--- src/hw/rtl/hptp_pkg.sv ---
// Shared token codes, record codes and result attribute type for the header parser.
package hptp_pkg;

   localparam int TAG_BITS_DEF = 16;
   localparam int INT_BITS_DEF = 32;
   localparam int KIND_BITS    = 5;
   localparam int RANGE_BITS   = 32;

   localparam logic [KIND_BITS-1:0] TK_MODULE   = 5'd0;
   localparam logic [KIND_BITS-1:0] TK_IDENT    = 5'd1;
   localparam logic [KIND_BITS-1:0] TK_INT      = 5'd2;
   localparam logic [KIND_BITS-1:0] TK_LPAREN   = 5'd3;
   localparam logic [KIND_BITS-1:0] TK_RPAREN   = 5'd4;
   localparam logic [KIND_BITS-1:0] TK_LBRACK   = 5'd5;
   localparam logic [KIND_BITS-1:0] TK_RBRACK   = 5'd6;
   localparam logic [KIND_BITS-1:0] TK_COLON    = 5'd7;
   localparam logic [KIND_BITS-1:0] TK_COMMA    = 5'd8;
   localparam logic [KIND_BITS-1:0] TK_SEMI     = 5'd9;
   localparam logic [KIND_BITS-1:0] TK_INPUT    = 5'd10;
   localparam logic [KIND_BITS-1:0] TK_INOUT    = 5'd12;
   localparam logic [KIND_BITS-1:0] TK_NET_BASE = 5'd12;
   localparam logic [KIND_BITS-1:0] TK_SUPPLY0  = 5'd13;
   localparam logic [KIND_BITS-1:0] TK_WOR      = 5'd23;
   localparam logic [KIND_BITS-1:0] TK_SIGNED   = 5'd24;
   localparam logic [KIND_BITS-1:0] TK_UNSIGNED = 5'd25;
   localparam logic [KIND_BITS-1:0] TK_BIT      = 5'd26;
   localparam logic [KIND_BITS-1:0] TK_REG      = 5'd28;

   localparam logic [1:0] REC_MODULE   = 2'd0;
   localparam logic [1:0] REC_PORT     = 2'd1;
   localparam logic [1:0] REC_COMPLETE = 2'd2;
   localparam logic [1:0] REC_ERROR    = 2'd3;

   localparam logic [1:0] DIR_INOUT = 2'd2;

   typedef struct packed {
      logic [1:0] record_kind;
      logic [1:0] port_dir;
      logic [3:0] net_kind;
      logic [1:0] vector_kind;
      logic       is_signed;
      logic       has_range;
   } rsp_attr_type;

endpackage

--- src/hw/rtl/hptp_parser.sv ---
// Header grammar state machine with the declaration context and the result register.
module hptp_parser #(
   parameter int TAG_BITS = hptp_pkg::TAG_BITS_DEF,
   parameter int INT_BITS = hptp_pkg::INT_BITS_DEF
) (
   input  logic                                  clock,
   input  logic                                  reset,
   input  logic                                  step,
   input  logic [hptp_pkg::KIND_BITS-1:0]        token_kind,
   input  logic [INT_BITS-1:0]                   token_int,
   input  logic [TAG_BITS-1:0]                   token_tag,
   input  logic                                  rsp_stall,
   output logic                                  out_free,
   output logic                                  rsp_valid,
   output hptp_pkg::rsp_attr_type                rsp_attr,
   output logic [TAG_BITS-1:0]                   rsp_tag,
   output logic signed [hptp_pkg::RANGE_BITS-1:0] rsp_left,
   output logic signed [hptp_pkg::RANGE_BITS-1:0] rsp_right
);
   import hptp_pkg::*;

   typedef enum logic [4:0] {
      PH_IDLE, PH_SKIP, PH_NAME, PH_LPAREN, PH_FIRST, PH_NET, PH_DTYPE, PH_VSIGN,
      PH_RANGE_OPT, PH_R_LEFT, PH_R_COLON, PH_R_RIGHT, PH_R_CLOSE, PH_IDENT,
      PH_AFTER_ID, PH_AFTER_COMMA, PH_SEMI
   } phase_type;

   phase_type           phase_ff, phase_in;
   logic [1:0]          dir_ff, dir_in;
   logic [3:0]          net_ff, net_in;
   logic [1:0]          vec_ff, vec_in;
   logic                sgn_ff, sgn_in;
   logic                rng_ff, rng_in;
   logic [INT_BITS-1:0] left_ff, left_in;
   logic [INT_BITS-1:0] right_ff, right_in;

   logic                                rsp_valid_ff;
   rsp_attr_type                        attr_ff, attr_in;
   logic [TAG_BITS-1:0]                 tag_ff, tag_in;
   logic signed [RANGE_BITS-1:0]        left_out_ff, left_out_in;
   logic signed [RANGE_BITS-1:0]        right_out_ff, right_out_in;

   logic emit, err, port_rec, name_rec, done_rec;
   logic k_dir, k_net, k_vec, k_sign;

   assign k_dir  = (token_kind >= TK_INPUT) && (token_kind <= TK_INOUT);
   assign k_net  = (token_kind >= TK_SUPPLY0) && (token_kind <= TK_WOR);
   assign k_vec  = (token_kind >= TK_BIT) && (token_kind <= TK_REG);
   assign k_sign = (token_kind == TK_SIGNED) || (token_kind == TK_UNSIGNED);

   always_comb begin
      phase_in = phase_ff;
      dir_in   = dir_ff;
      net_in   = net_ff;
      vec_in   = vec_ff;
      sgn_in   = sgn_ff;
      rng_in   = rng_ff;
      left_in  = left_ff;
      right_in = right_ff;
      err      = 1'b0;
      port_rec = 1'b0;
      name_rec = 1'b0;
      done_rec = 1'b0;
      unique case (phase_ff)
         PH_IDLE, PH_SKIP: begin
            if (token_kind == TK_MODULE) begin
               phase_in = PH_NAME;
            end else if (phase_ff == PH_IDLE) begin
               err = 1'b1;
            end
         end
         PH_NAME: begin
            if (token_kind == TK_IDENT) begin
               phase_in = PH_LPAREN;
               name_rec = 1'b1;
            end else begin
               err = 1'b1;
            end
         end
         PH_LPAREN: begin
            if (token_kind == TK_LPAREN) phase_in = PH_FIRST;
            else err = 1'b1;
         end
         PH_NET, PH_DTYPE, PH_VSIGN, PH_RANGE_OPT: begin
            priority if (phase_ff == PH_NET && k_net) begin
               net_in   = 4'(token_kind - TK_NET_BASE);
               phase_in = PH_DTYPE;
            end else if ((phase_ff == PH_NET || phase_ff == PH_DTYPE) && k_vec) begin
               vec_in   = 2'(token_kind - TK_UNSIGNED);
               phase_in = PH_VSIGN;
            end else if (phase_ff != PH_RANGE_OPT && k_sign) begin
               sgn_in   = (token_kind == TK_SIGNED);
               phase_in = PH_RANGE_OPT;
            end else if (token_kind == TK_LBRACK) begin
               phase_in = PH_R_LEFT;
            end else if (token_kind == TK_IDENT) begin
               phase_in = PH_AFTER_ID;
               port_rec = 1'b1;
            end else begin
               err = 1'b1;
            end
         end
         PH_R_LEFT: begin
            if (token_kind == TK_INT) begin
               left_in  = token_int;
               phase_in = PH_R_COLON;
            end else begin
               err = 1'b1;
            end
         end
         PH_R_COLON: begin
            if (token_kind == TK_COLON) phase_in = PH_R_RIGHT;
            else err = 1'b1;
         end
         PH_R_RIGHT: begin
            if (token_kind == TK_INT) begin
               right_in = token_int;
               phase_in = PH_R_CLOSE;
            end else begin
               err = 1'b1;
            end
         end
         PH_R_CLOSE: begin
            if (token_kind == TK_RBRACK) begin
               rng_in   = 1'b1;
               phase_in = PH_IDENT;
            end else begin
               err = 1'b1;
            end
         end
         PH_IDENT: begin
            if (token_kind == TK_IDENT) begin
               phase_in = PH_AFTER_ID;
               port_rec = 1'b1;
            end else begin
               err = 1'b1;
            end
         end
         PH_FIRST, PH_AFTER_ID, PH_AFTER_COMMA: begin
            priority if (phase_ff == PH_AFTER_ID && token_kind == TK_COMMA) begin
               phase_in = PH_AFTER_COMMA;
            end else if (phase_ff != PH_AFTER_COMMA && token_kind == TK_RPAREN) begin
               phase_in = PH_SEMI;
            end else if (phase_ff == PH_AFTER_COMMA && token_kind == TK_IDENT) begin
               phase_in = PH_AFTER_ID;
               port_rec = 1'b1;
            end else if (k_dir) begin
               dir_in   = 2'(token_kind - TK_INPUT);
               net_in   = '0;
               vec_in   = '0;
               sgn_in   = 1'b0;
               rng_in   = 1'b0;
               left_in  = '0;
               right_in = '0;
               phase_in = PH_NET;
            end else begin
               err = 1'b1;
            end
         end
         PH_SEMI: begin
            if (token_kind == TK_SEMI) begin
               phase_in = PH_IDLE;
               done_rec = 1'b1;
            end else begin
               err = 1'b1;
            end
         end
         default: err = 1'b1;
      endcase
      if (err) phase_in = PH_SKIP;
   end

   assign emit = err | port_rec | name_rec | done_rec;

   always_comb begin
      attr_in      = '0;
      tag_in       = '0;
      left_out_in  = '0;
      right_out_in = '0;
      priority if (port_rec) begin
         attr_in.record_kind = REC_PORT;
         attr_in.port_dir    = dir_ff;
         attr_in.net_kind    = net_ff;
         attr_in.vector_kind = vec_ff;
         attr_in.is_signed   = sgn_ff;
         attr_in.has_range   = rng_ff;
         tag_in              = token_tag;
         left_out_in         = RANGE_BITS'($signed(left_ff));
         right_out_in        = RANGE_BITS'($signed(right_ff));
      end else if (name_rec) begin
         attr_in.record_kind = REC_MODULE;
         tag_in              = token_tag;
      end else if (done_rec) begin
         attr_in.record_kind = REC_COMPLETE;
      end else begin
         attr_in.record_kind = REC_ERROR;
      end
   end

   assign out_free = !rsp_valid_ff || !rsp_stall;

   always_ff @(posedge clock) begin
      if (reset) begin
         phase_ff     <= PH_IDLE;
         dir_ff       <= '0;
         net_ff       <= '0;
         vec_ff       <= '0;
         sgn_ff       <= 1'b0;
         rng_ff       <= 1'b0;
         left_ff      <= '0;
         right_ff     <= '0;
         rsp_valid_ff <= 1'b0;
      end else begin
         if (step) begin
            phase_ff <= phase_in;
            dir_ff   <= dir_in;
            net_ff   <= net_in;
            vec_ff   <= vec_in;
            sgn_ff   <= sgn_in;
            rng_ff   <= rng_in;
            left_ff  <= left_in;
            right_ff <= right_in;
         end
         if (step && emit) begin
            rsp_valid_ff <= 1'b1;
            attr_ff      <= attr_in;
            tag_ff       <= tag_in;
            left_out_ff  <= left_out_in;
            right_out_ff <= right_out_in;
         end else if (out_free) begin
            rsp_valid_ff <= 1'b0;
         end
      end
   end

   assign rsp_valid = rsp_valid_ff;
   assign rsp_attr  = attr_ff;
   assign rsp_tag   = tag_ff;
   assign rsp_left  = left_out_ff;
   assign rsp_right = right_out_ff;

endmodule

--- src/hw/rtl/hdl_port_header_token_parser_top.sv ---
// Top level of the module header token parser: input register and parser.
//
// Takes one lexed token per cycle and emits module name, port, completion and
// syntax error records; a token yields zero or one record. Sustained rate is one
// token per clock while the result is not stalled. The accepted token sits in the
// token register, and the combinational grammar step updates the parse state and
// loads the result register that drives rsp_. A stalled result holds the token
// register, which then stalls req_.
module hdl_port_header_token_parser_top #(
   parameter int TAG_BITS = hptp_pkg::TAG_BITS_DEF,
   parameter int INT_BITS = hptp_pkg::INT_BITS_DEF
) (
   input  logic                                   clock,
   input  logic                                   reset,
   input  logic                                   req_valid,
   output logic                                   req_stall,
   input  logic [hptp_pkg::KIND_BITS-1:0]         req_token_kind,
   input  logic signed [hptp_pkg::RANGE_BITS-1:0] req_int_value,
   input  logic [TAG_BITS-1:0]                    req_ident_tag,
   output logic                                   rsp_valid,
   input  logic                                   rsp_stall,
   output logic [1:0]                             rsp_record_kind,
   output logic [TAG_BITS-1:0]                    rsp_name_tag,
   output logic [1:0]                             rsp_port_dir,
   output logic [3:0]                             rsp_net_kind,
   output logic [1:0]                             rsp_vector_kind,
   output logic                                   rsp_is_signed,
   output logic                                   rsp_has_range,
   output logic signed [hptp_pkg::RANGE_BITS-1:0] rsp_range_left,
   output logic signed [hptp_pkg::RANGE_BITS-1:0] rsp_range_right
);
   import hptp_pkg::*;

   logic                 tok_valid_ff;
   logic [KIND_BITS-1:0] tok_kind_ff;
   logic [INT_BITS-1:0]  tok_int_ff;
   logic [TAG_BITS-1:0]  tok_tag_ff;
   logic                 out_free;
   logic                 step;
   logic                 req_take;
   rsp_attr_type         attr;

   assign step      = tok_valid_ff && out_free;
   assign req_stall = tok_valid_ff && !out_free;
   assign req_take  = req_valid && !req_stall;

   always_ff @(posedge clock) begin
      if (reset) begin
         tok_valid_ff <= 1'b0;
      end else if (req_take) begin
         tok_valid_ff <= 1'b1;
         tok_kind_ff  <= req_token_kind;
         tok_int_ff   <= req_int_value[INT_BITS-1:0];
         tok_tag_ff   <= req_ident_tag;
      end else if (step) begin
         tok_valid_ff <= 1'b0;
      end
   end

   hptp_parser #(
      .TAG_BITS(TAG_BITS),
      .INT_BITS(INT_BITS)
   ) u_parser (
      .clock      (clock),
      .reset      (reset),
      .step       (step),
      .token_kind (tok_kind_ff),
      .token_int  (tok_int_ff),
      .token_tag  (tok_tag_ff),
      .rsp_stall  (rsp_stall),
      .out_free   (out_free),
      .rsp_valid  (rsp_valid),
      .rsp_attr   (attr),
      .rsp_tag    (rsp_name_tag),
      .rsp_left   (rsp_range_left),
      .rsp_right  (rsp_range_right)
   );

   assign rsp_record_kind = attr.record_kind;
   assign rsp_port_dir    = attr.port_dir;
   assign rsp_net_kind    = attr.net_kind;
   assign rsp_vector_kind = attr.vector_kind;
   assign rsp_is_signed   = attr.is_signed;
   assign rsp_has_range   = attr.has_range;

endmodule

--- config.mk ---
export PLATFORM = sky130hd
export DESIGN_NAME = hdl_port_header_token_parser_top
export DESIGN_NICKNAME = d
export VERILOG_FILES = /design/src/hw/rtl/hptp_pkg.sv /design/src/hw/rtl/hptp_parser.sv /design/src/hw/rtl/hdl_port_header_token_parser_top.sv
export SDC_FILE = /design/constraint.sdc
export NUM_CORES = 1
export LEC_CHECK = 0
export BUFFER_PORTS_ARGS = -buffer_cell sky130_fd_sc_hd__buf_4
export CAP_MARGIN = 20
export CORE_MARGIN = 8
export CORE_UTILIZATION = 50
export DETAILED_ROUTE_END_ITERATION = 10
export PLACE_DENSITY = 0.68
export SETUP_SLACK_MARGIN = 0.1
export SLEW_MARGIN = 5
export SYNTH_ARGS = -nofsm -noshare
export SYNTH_HDL_FRONTEND = slang
export SYNTH_HIERARCHICAL = 1
export SYNTH_SLANG_ARGS = --single-unit
--- constraint.sdc ---
create_clock -name clock -period 14.3 [get_ports clock]
set_input_delay 4.29 -clock clock [delete_from_list [all_inputs] [get_ports clock]]
set_output_delay 4.29 -clock clock [all_outputs]
set_load 0.005 [all_outputs]
==> results of run 1 <==
-- stage by stage --
stage / hold slack (ps) / total power, mW / area, µm² / utilization, %
6_report: 483 / 1.37 / 11300 / 62.6
5_1_grt: 507 / 1.42 / 11300 / 62.6
3_3_place_gp: 465 / 0.789 / 10500 / 58.3
4_1_cts: 487 / 1.39 / 11300 / 62.6
3_5_place_dp: 473 / 0.790 / 10500 / 58.3
2_1_floorplan: 452 / 0.755 / 9230 / -
-- layer usage --
| metal | global-route usage, % | share of wire (%) |
|---|---|---|
| met4 | 4.34 | 2.1 |
| met2 | 27.8 | 47 |
| met5 | 0 | 0 |
| met3 | 5.87 | 8.3 |
| met1 | 20.8 | 42 |
-- final cells by class --
type / instances / area share, %
inverters: 10 / 0.333
multi-input cells: 437 / 26.6
well taps: 229 / 2.54
repair buffers: 161 / 10.7
flip-flops and latches: 226 / 53.0
clock buffers: 32 / 5.78
clock inverters: 12 / 0.987
-- power by group --
part | internal [mW] | switching (mW) | total, mW | leakage (nW)
combinational | 0.0289 | 0.0303 | 0.0591 | 1.54
sequential | 0.710 | 0.00608 | 0.716 | 1.87
clock | 0.356 | 0.238 | 0.595 | 0.371
-- cell families after synthesis --
family | Yosys count | share of synthesized area (%)
AND/OR/NAND/NOR | 287 | 17.6
flip-flops | 226 | 64.8
multiplexers | 71 | 7.70
AO/OA/AOI/OAI | 70 | 5.80
buffers and inverters | 50 | 2.94
adder cells (fa/ha/maj) | 8 | 1.08
XOR/XNOR | 1 | 0.0949
-- worst min path at each step --
stage,start,endpoint,slack (ps),cells after the start
3_5_place_dp,u_parser/left_ff[10]$_SDFFE_PP0P_,u_parser/left_ff[10]$_SDFFE_PP0P_,470,2
4_1_cts,u_parser/left_ff[10]$_SDFFE_PP0P_,u_parser/left_ff[10]$_SDFFE_PP0P_,490,2
6_report,u_parser/left_ff[24]$_SDFFE_PP0P_,u_parser/left_ff[24]$_SDFFE_PP0P_,480,2
5_1_grt,u_parser/left_ff[10]$_SDFFE_PP0P_,u_parser/left_ff[10]$_SDFFE_PP0P_,510,2
3_3_place_gp,u_parser/left_ff[0]$_SDFFE_PP0P_,u_parser/left_ff[0]$_SDFFE_PP0P_,470,2
2_1_floorplan,u_parser/dir_ff[0]$_SDFFE_PP0P_,u_parser/dir_ff[0]$_SDFFE_PP0P_,450,2
-- layout by cell type (no fill, tap or decap), types with 3 or more instances in the layout --
master | synthesis | final
clkbuf_16 | 0 | 25
or3_1 | 4 | 4
nor2_1 | 90 | 90
a211oi_1 | 4 | 4
nand3_1 | 6 | 6
nand2b_1 | 6 | 6
nor2b_1 | 78 | 78
clkinv_2 | 0 | 4
dfxtp_1 | 81 | 81
and2_1 | 50 | 50
inv_1 | 10 | 10
o21ai_0 | 9 | 9
a21oi_1 | 18 | 18
nor3_1 | 11 | 11
buf_4 | 4 | 160
clkbuf_1 | 20 | 7
nor4bb_1 | 3 | 3
ha_1 | 8 | 8
nand2_1 | 15 | 15
mux2i_1 | 71 | 71
edfxtp_1 | 145 | 145
clkinv_1 | 0 | 4
a311oi_1 | 4 | 3
-- registers in the layout, summed over array words and instances, names as in the netlist --
signal / count
tok_int_ff: 32
tok_kind_ff: 5
tok_tag_ff: 16
tok_valid_ff: 1
u_parser/dir_ff: 2
u_parser/left_ff: 32
u_parser/net_ff: 4
u_parser/phase_ff: 5
u_parser/right_ff: 32
u_parser/rng_ff: 1
u_parser/rsp_attr: 12
u_parser/rsp_left: 32
u_parser/rsp_right: 32
u_parser/rsp_tag: 16
u_parser/rsp_valid: 1
u_parser/sgn_ff: 1
u_parser/vec_ff: 2
-- worst min-delay path, stage by stage (launching register included) --
cell and delay, ps:
dfxtp_1 320, mux2i_1 60, nor2_1 70
==> impl_metrics.csv, run 1 <==
group,metric,value,unit
synthesis,synth_edf_count,145,
clock_network,clock_latency,510,ps
synthesis,synthCells,713,
worst_setup_path,crit_cells,4,
finish,drive_above_1_share,24.7,%
run,maxCapViolCount,0,
synthesis,synth_most_common_cell,"edfxtp_1",
finish,num_antenna_cells,0,
worst_setup_path,max_stage_delay,190,ps
synthesis,synth_seq_cells,226,
timing,layout_min_cycle_time,9110,ps
worst_setup_path,path_cells,"buf_4 -> nand2_1 -> nor2b_4 -> buf_4",
timing,fin_crit_sh,63.7,%
synthesis,syn_nets,778,
finish,final_nets,925,
worst_setup_path,required,10010,ps
power,ir_drop,0.106,mV
worst_setup_path,critPathArrivalTime,4820,ps
timing,finalSetupTns,0,ps
placement,globalplace.congestion,0.860,
clock_network,cts_resized,0,
floorplanning,die_area,23100,µm²
worst_setup_path,crit_family,"simple AND/OR/NAND/NOR gates",
clock_network,ctsHoldBuffers,0,
synthesis,ys.flop_type,"edfxtp_1",
drt,wirelength,20300,µm
synthesis,synth_top_area_share,47.2,%
placement,dp.cells,1063,
placement,port_buffers,150,
timing,fmax,0.110,GHz
drt,wire_per_inst,18.3,µm
outcome,status,"finished, final reports clean",
synthesis,ys_types,71,
floorplanning,pin_count,151,
global_route,grt_usage,16.9,%
floorplanning,fp.dieW,152,µm
worst_setup_path,crit_slowest_cell,"nor2b_4",
clock_network,clkTransAtPathRegs,50,ps
timing,slew_headroom,40.9,%
synthesis,synthTopCellsByCount,"edfxtp_1 (145), nor2_1 (90), dfxtp_1 (81)",
floorplanning,die_y,152,µm
worst_setup_path,regToRegSetupSlack,10080,ps
power,p_leak,3.78,nW
finish,n_fill_cell,1391,
clock_network,cts_buffers,24,
timing,setup_viol,0,
clock_network,cts_root_buf,"clkbuf_16",
worst_setup_path,path_class,"in -> out",
timing,drv_slew,0,
power,power.density,121,nW/µm²
finish,syn2layout_area_growth,22.3,%
timing,clock_skew,13.8,ps
worst_setup_path,cp-end-kind,"primary output",
finish,seqCellArea,5980,µm²
worst_setup_path,startpoint,"rsp_stall",
worst_setup_path,worstReg2RegEnd,"u_parser/rsp_right[11]$_SDFFCE_PN0P_",
worst_setup_path,r2r-start,"tok_kind_ff[2]$_DFFE_PP_",
clock_network,htree_levels,1,
clock_network,post_cts_buffers,0,
worst_setup_path,cp_max_fo,4,
worst_setup_path,rr_worst_depth,8,
synthesis,ys_seq_area_share,64.8,%
floorplanning,core-area,18000,µm²
finish,multiInputGateArea,3000,µm²
global_route,grt_overflow,0,
clock_network,clock_sinks,226,
timing,fin_ws,5190,ps
worst_setup_path,setup.worst_path.end,"req_stall",
timing,hold_viol,0,
synthesis,ys_warn_count,6,
placement,dpl.hpwl,13300,µm
global_route,grt_start_max_net_pins,83,
drt,route.detailed.drc,0,
global_route,grt_first_pass_wirelength,32200,µm
floorplanning,num_rows,49,
placement,dp_slack,5190,ps
clock_network,tritoncts,"built",
global_route,grt_antenna_before_repair,0,
timing,tightest_slew,887,ps
global_route,grt_pass1_vias,5896,
drt,drt-initial-drc-count,315,
floorplanning,start_util,51.2,%
clock_network,clk_path_buf_depth,3,
worst_setup_path,start_kind,"input port",
synthesis,synth_area,9230,µm²
synthesis,yosys.area.top_type,"edfxtp_1",
synthesis,ys_async_sr_fraction,0,%
drt,route.vias.total,5853,
worst_setup_path,crit_top_cell,"buf_4",
drt,first_pass_iters,5,
hold_path,hp-class,"reg -> reg",
synthesis,syn_area_per_cell,12.9,µm²
finish,instances_no_fill,1107,
drt,postRouteAntennaNets,0,
timing,rsz0062_at_grt,"false",
worst_setup_path,worstPathBufferInverterCount,2,
drt,avgViaCountPerCell,5.29,
synthesis,synth_area_leaders,"edfxtp_1 (47%), dfxtp_1 (18%), mux2i_1 (7.7%)",
No activity file was read; power rests on OpenSTA's default activity.
==> inputs of run 2 (changes only) <==
Settings changed: PLACE_DENSITY 0.68 to 0.71.
Clock period 14.3 ns to 7.9 ns, I/O delays scaled along.
==> run 2 against run 1 <==
Effect of this change: routed wire length grew 0.93%; largest cell class unchanged; die area is the same; final area is essentially flat; sequential power rose by 82%; sequential cell count did not move; first-iteration DRC count increased by 5.7%; worst hold slack improved by 2.1 ps; power up 83%; clock skew fell by 5.1 ps; non-clock buffer count shrank 1; sequential share of layout area hardly changed.
==> impl_metrics.csv, run 2 (synthesis results as in run 1) <==
group,metric,value,unit
worst_setup_path,cp-end-kind,"primary output",
drt,route.vias.total,5873,
timing,layout_min_cycle_time,5270,ps
global_route,grt_pass1_vias,6059,
global_route,grt_usage,17.0,%
timing,clock_skew,8.69,ps
drt,wire_per_inst,18.6,µm
drt,avgViaCountPerCell,5.32,
finish,final_nets,923,
worst_setup_path,path_class,"in -> out",
hold_path,holdPathStages,2,
finish,multiInputGateArea,3000,µm²
run,maxCapViolCount,0,
timing,fin_crit_sh,66.7,%
drt,drt-initial-drc-count,333,
timing,setup_viol,0,
floorplanning,die_area,23100,µm²
placement,dpl.hpwl,13500,µm
drt,first_pass_iters,4,
floorplanning,num_rows,49,
worst_setup_path,cp_max_fo,4,
clock_network,cts_resized,0,
worst_setup_path,start_kind,"input port",
clock_network,clock_sinks,226,
clock_network,clock_latency,500,ps
floorplanning,pin_count,151,
global_route,grt_first_pass_wirelength,32500,µm
floorplanning,start_util,51.2,%
outcome,status,"finished, final reports clean",
finish,design_area,11300,µm²
finish,n_fill_cell,1400,
floorplanning,fp.dieW,152,µm
power,ir_drop,0.197,mV
drt,wirelength,20500,µm
finish,final_common_cell,"buf_4",
worst_setup_path,critPathArrivalTime,2900,ps
global_route,grt_antenna_before_repair,0,
worst_setup_path,required,5530,ps
clock_network,cts_buffers,23,
finish,drive_above_1_share,25.2,%
drt,route.detailed.drc,0,
placement,post_dp_cell_area,10500,µm²
power,p_leak,3.79,nW
timing,finalSetupTns,0,ps
finish,final_util,62.6,%
finish,seqCellArea,5980,µm²
timing,fmax,0.190,GHz
timing,tightest_slew,1050,ps
clock_network,cts_root_buf,"clkbuf_16",
power,power.density,222,nW/µm²
clock_network,clk_path_buf_depth,3,
clock_network,clkTransAtPathRegs,60,ps
global_route,grt_overflow,0,
timing,rsz0062_at_grt,"false",
placement,port_buffers,150,
placement,globalplace.congestion,0.864,
timing,hold_viol,0,
finish,num_antenna_cells,0,
clock_network,htree_levels,1,
clock_network,ctsHoldBuffers,0,
global_route,grt_start_max_net_pins,83,
clock_network,tritoncts,"built",
timing,drv_slew,0,
clock_network,post_cts_buffers,0,
floorplanning,core-area,18000,µm²
timing,slew_headroom,29.6,%
finish,syn2layout_area_growth,22.3,%
hold_path,hp-class,"reg -> reg",
floorplanning,die_y,152,µm
drt,postRouteAntennaNets,0,
finish,mostFrequentLayoutCells,"buf_4 (160), edfxtp_1 (145), nor2_1 (90), dfxtp_1 (81), nor2b_1 (78)",
worst_setup_path,rr_worst_depth,8,
[run 2: cell types whose count changed in the layout (fill, tap and decap cells not counted)]
| cell | previous run | this run |
|---|---|---|
| clkbuf_1 | 7 | 3 |
| clkinv_1 | 4 | 1 |
| clkbuf_8 | 0 | 2 |
| clkinv_2 | 4 | 6 |
| buf_6 | 1 | 0 |
| bufinv_16 | 2 | 3 |
| clkbuf_16 | 25 | 24 |
| clkinv_4 | 0 | 1 |
| inv_6 | 1 | 0 |
[run 2: final timing paths]
check	start	endpoint	slack (ps)
min reg2reg	u_parser/left_ff[26]$_SDFFE_PP0P_	u_parser/left_ff[26]$_SDFFE_PP0P_	480
max	rsp_stall	req_stall	2630
max reg2reg	tok_kind_ff[2]$_DFFE_PP_	u_parser/rsp_left[2]$_SDFFCE_PN0P_	3850
min	u_parser/left_ff[26]$_SDFFE_PP0P_	u_parser/left_ff[26]$_SDFFE_PP0P_	480
[run 2: report_power, final]
part           total, mW  leakage, nW  internal (mW)  switching, mW
registers           1.30         1.87           1.28         0.0115
logic              0.107         1.53         0.0522         0.0545
clock network       1.10        0.385          0.671          0.430
total               2.50         3.79           2.01          0.496
[run 2: layout make-up]
type	instances	area share [%]
Sequential cell	226	53.0
Clock buffer	29	5.67
Timing Repair Buffer	160	10.6
Clock inverter	12	1.24
Tap cell	229	2.54
Inverter	10	0.333
Multi-Input combinational cell	437	26.6
[run 2: worst max-delay path: stages]
cell and delay (ps):
buf_4 80, nand2_1 130, nor2b_4 190, buf_4 130
[run 2: through the flow]
| stage | hold WS, ps | instances | power [mW] | worst slack (ps) |
|---|---|---|---|---|
| after floorplan | 452 | 713 | 1.36 | 679 |
| after CTS | 489 | 1103 | 2.53 | 2630 |
| after global placement | 464 | 1062 | 1.43 | 2660 |
| after detailed placement | 473 | 1062 | 1.43 | 2630 |
| after global routing | 513 | 1103 | 2.59 | 2600 |
| final | 485 | 1103 | 2.50 | 2630 |
[run 2: layer usage]
| metal | track usage, % | up-vias | routed length, µm |
|---|---|---|---|
| met5 | 0 | - | 0 |
| met1 | 20.8 | 2798 | 8750 |
| met2 | 28.0 | 213 | 9450 |
| li1 | - | 2819 | - |
| met4 | 5.70 | 0 | 635 |
| met3 | 5.45 | 43 | 1640 |
==> inputs of run 3 (changes only) <==
Settings changed: ABC_AREA set to 1, PLACE_DENSITY 0.71 to 0.68.
Clock period 7.9 ns to 5.1 ns, I/O delays scaled along.
==> run 3 against run 2 <==
Effect of this change: clock skew is 2.7 ps higher; clock power is 45% higher; first-iteration DRC count is 86% higher; clock-buffer cell count is 11 higher; non-clock buffer count is 5 lower; final cell count is 17% higher; setup slack worse by 1100 ps; worst hold slack worse by 31 ps; utilization is 0.40 points lower; critical endpoint unchanged; final area is 0.98% lower; sequential power is 64% higher.
==> impl_metrics.csv, run 3 <==
group,metric,value,unit
worst_setup_path,cp-end-kind,"primary output",
timing,setup_viol,0,
global_route,grt_first_pass_wirelength,33800,µm
worst_setup_path,rr_worst_depth,15,
floorplanning,core-area,18000,µm²
clock_network,post_cts_buffers,0,
synthesis,syn_area_per_cell,10.1,µm²
worst_setup_path,r2r-start,"tok_kind_ff[1]$_DFFE_PP_",
drt,wire_per_inst,16.7,µm
power,ir_drop,0.324,mV
timing,tightest_slew,860,ps
drt,drt-initial-drc-count,621,
global_route,top_usage_layer,"met2",
drt,first_pass_iters,4,
run,maxCapViolCount,0,
worst_setup_path,crit_family,"simple AND/OR/NAND/NOR gates",
floorplanning,start_util,51.1,%
clock_network,clock_sinks,226,
timing,hold_viol,0,
finish,n_fill_cell,1488,
placement,dpl.hpwl,15000,µm
worst_setup_path,worstReg2RegEnd,"u_parser/rsp_left[23]$_SDFFCE_PN0P_",
clock_network,clkTransAtPathRegs,60,ps
drt,route.vias.total,6526,
hold_path,min_from,"u_parser/vec_ff[1]$_SDFFE_PP0P_",
worst_setup_path,regToRegSetupSlack,1730,ps
synthesis,synth_edf_count,145,
synthesis,syn_nets,969,
finish,num_antenna_cells,0,
finish,final_nets,1113,
synthesis,synth_top_area_share,47.5,%
floorplanning,die_y,151,µm
synthesis,yosys.area.top_type,"edfxtp_1",
worst_setup_path,crit_top_cell,"buf_4",
worst_setup_path,worstPathBufferInverterCount,2,
placement,dp_slack,1410,ps
floorplanning,num_rows,49,
clock_network,clock_latency,520,ps
power,power.density,380,nW/µm²
global_route,grt_use_met1,24.9,%
timing,fmax,0.278,GHz
synthesis,ys_types,30,
global_route,grt_usage,18.8,%
finish,drive_above_1_share,21.7,%
global_route,grtUsageMet2,30.4,%
synthesis,synth_seq_cells,226,
synthesis,synth_area,9170,µm²
power,p_leak,4.39,nW
timing,rsz0062_at_grt,"false",
clock_network,cts_root_buf,"clkbuf_16",
timing,fin_ws,1500,ps
timing,drv_slew,0,
finish,mostFrequentLayoutCells,"buf_4 (152), nor2_1 (147), edfxtp_1 (145), inv_1 (124), nand2_1 (107)",
global_route,grt_overflow,0,
clock_network,tritoncts,"built",
floorplanning,pin_count,151,
timing,layout_min_cycle_time,3600,ps
floorplanning,die_area,22900,µm²
hold_path,holdPathStages,2,
placement,globalplace.congestion,0.884,
synthesis,ys_warn_count,6,
worst_setup_path,crit_slowest_cell,"nor2_2",
hold_path,hp-class,"reg -> reg",
timing,finalSetupTns,0,ps
synthesis,ys_async_sr_fraction,0,%
worst_setup_path,cp_max_fo,4,
finish,syn2layout_area_growth,21.8,%
worst_setup_path,path_cells,"buf_4 -> nand2_1 -> nor2_2 -> buf_4",
worst_setup_path,start_kind,"input port",
synthesis,ys_seq_area_share,65.2,%
finish,final_common_cell,"buf_4",
clock_network,cts_buffers,24,
global_route,grt_start_max_net_pins,75,
floorplanning,fp.dieW,151,µm
synthesis,synth_most_common_cell,"nor2_1",
finish,final_util,62.2,%
synthesis,synthCells,904,
placement,port_buffers,150,
synthesis,synth_area_leaders,"edfxtp_1 (47%), dfxtp_1 (18%), nor2_1 (6.1%)",
global_route,grt_pass1_vias,6413,
synthesis,ys.flop_type,"edfxtp_1",
clock_network,htree_levels,1,
worst_setup_path,critPathArrivalTime,2070,ps
drt,postRouteAntennaNets,0,
global_route,grt_antenna_before_repair,0,
drt,wirelength,21600,µm
synthesis,synthTopCellsByCount,"nor2_1 (148), edfxtp_1 (145), inv_1 (127)",
worst_setup_path,crit_cells,4,
worst_setup_path,path_class,"in -> out",
timing,clock_skew,11.4,ps
drt,avgViaCountPerCell,5.04,
worst_setup_path,required,3570,ps
hold_path,hold_end,"u_parser/vec_ff[1]$_SDFFE_PP0P_",
timing,fin_crit_sh,70.5,%
timing,slew_headroom,42.7,%
global_route,grtUsageMet3,3.91,%
worst_setup_path,max_stage_delay,210,ps
clock_network,ctsHoldBuffers,0,
clock_network,cts_resized,0,
timing,fin_hold_ws,454,ps
outcome,status,"finished, final reports clean",
clock_network,clk_path_buf_depth,3,
drt,route.detailed.drc,0,
-- run 3: worst max path at each step --
| stage | startpoint | end | slack [ps] |
|---|---|---|---|
| floorplan | rsp_stall | tok_int_ff[0]$_DFFE_PP_ | 700 |
| global placement | rsp_stall | u_parser/left_ff[31]$_SDFFE_PP0P_ | 1500 |
| detailed placement | rsp_stall | u_parser/left_ff[14]$_SDFFE_PP0P_ | 1410 |
| CTS | rsp_stall | req_stall | 1500 |
| global route | tok_kind_ff[1]$_DFFE_PP_ | u_parser/rsp_left[24]$_SDFFCE_PN0P_ | 1410 |
| finish | rsp_stall | req_stall | 1500 |
-- run 3: cells by family after synthesis --
logic type | Yosys count | share of synthesized area, %
AND/OR/NAND/NOR | 332 | 16.3
flip-flops | 226 | 65.2
buffers and inverters | 171 | 7.98
AO/OA/AOI/OAI | 167 | 9.48
adder cells (fa/ha/maj) | 8 | 1.09
-- run 3: cell type report --
| class | instances | area, µm² | share of cell area [%] |
|---|---|---|---|
| Clock buffer | 40 | 692 | 6.19 |
| Clock inverter | 4 | 35.0 | 0.314 |
| Inverter | 134 | 508 | 4.55 |
| Multi-Input combinational cell | 507 | 2480 | 22.2 |
| Sequential cell | 226 | 5980 | 53.5 |
| Tap cell | 229 | 287 | 2.56 |
| Timing Repair Buffer | 155 | 1200 | 10.7 |
-- run 3: worst min-delay path, delay by kind of cell (launching register included) --
family	cells	cell delay, ps
flops	1	290
buf+inv	1	60
compound gates	1	50
-- run 3: stage by stage --
stage | instance area (µm²) | total power [mW] | instances
detailed placement | 10400 | 2.69 | 1250
CTS | 11200 | 4.29 | 1294
finish | 11200 | 4.25 | 1295
global placement | 10400 | 2.69 | 1250
global route | 11200 | 4.41 | 1295
floorplan | 9170 | 2.47 | 904
-- run 3: layer usage --
metal  vias to the layer above  share of wire [%]
met1                      3038                 45
met5                         -                  0
li1                       3267                  -
met2                       184                 46
met4                         0                2.4
met3                        37                6.6
-- run 3: where the power goes --
group | total, mW | internal, mW | switching (mW)
Clock | 1.60 | 0.926 | 0.669
Sequential | 2.13 | 2.07 | 0.0608
Combinational | 0.527 | 0.197 | 0.330
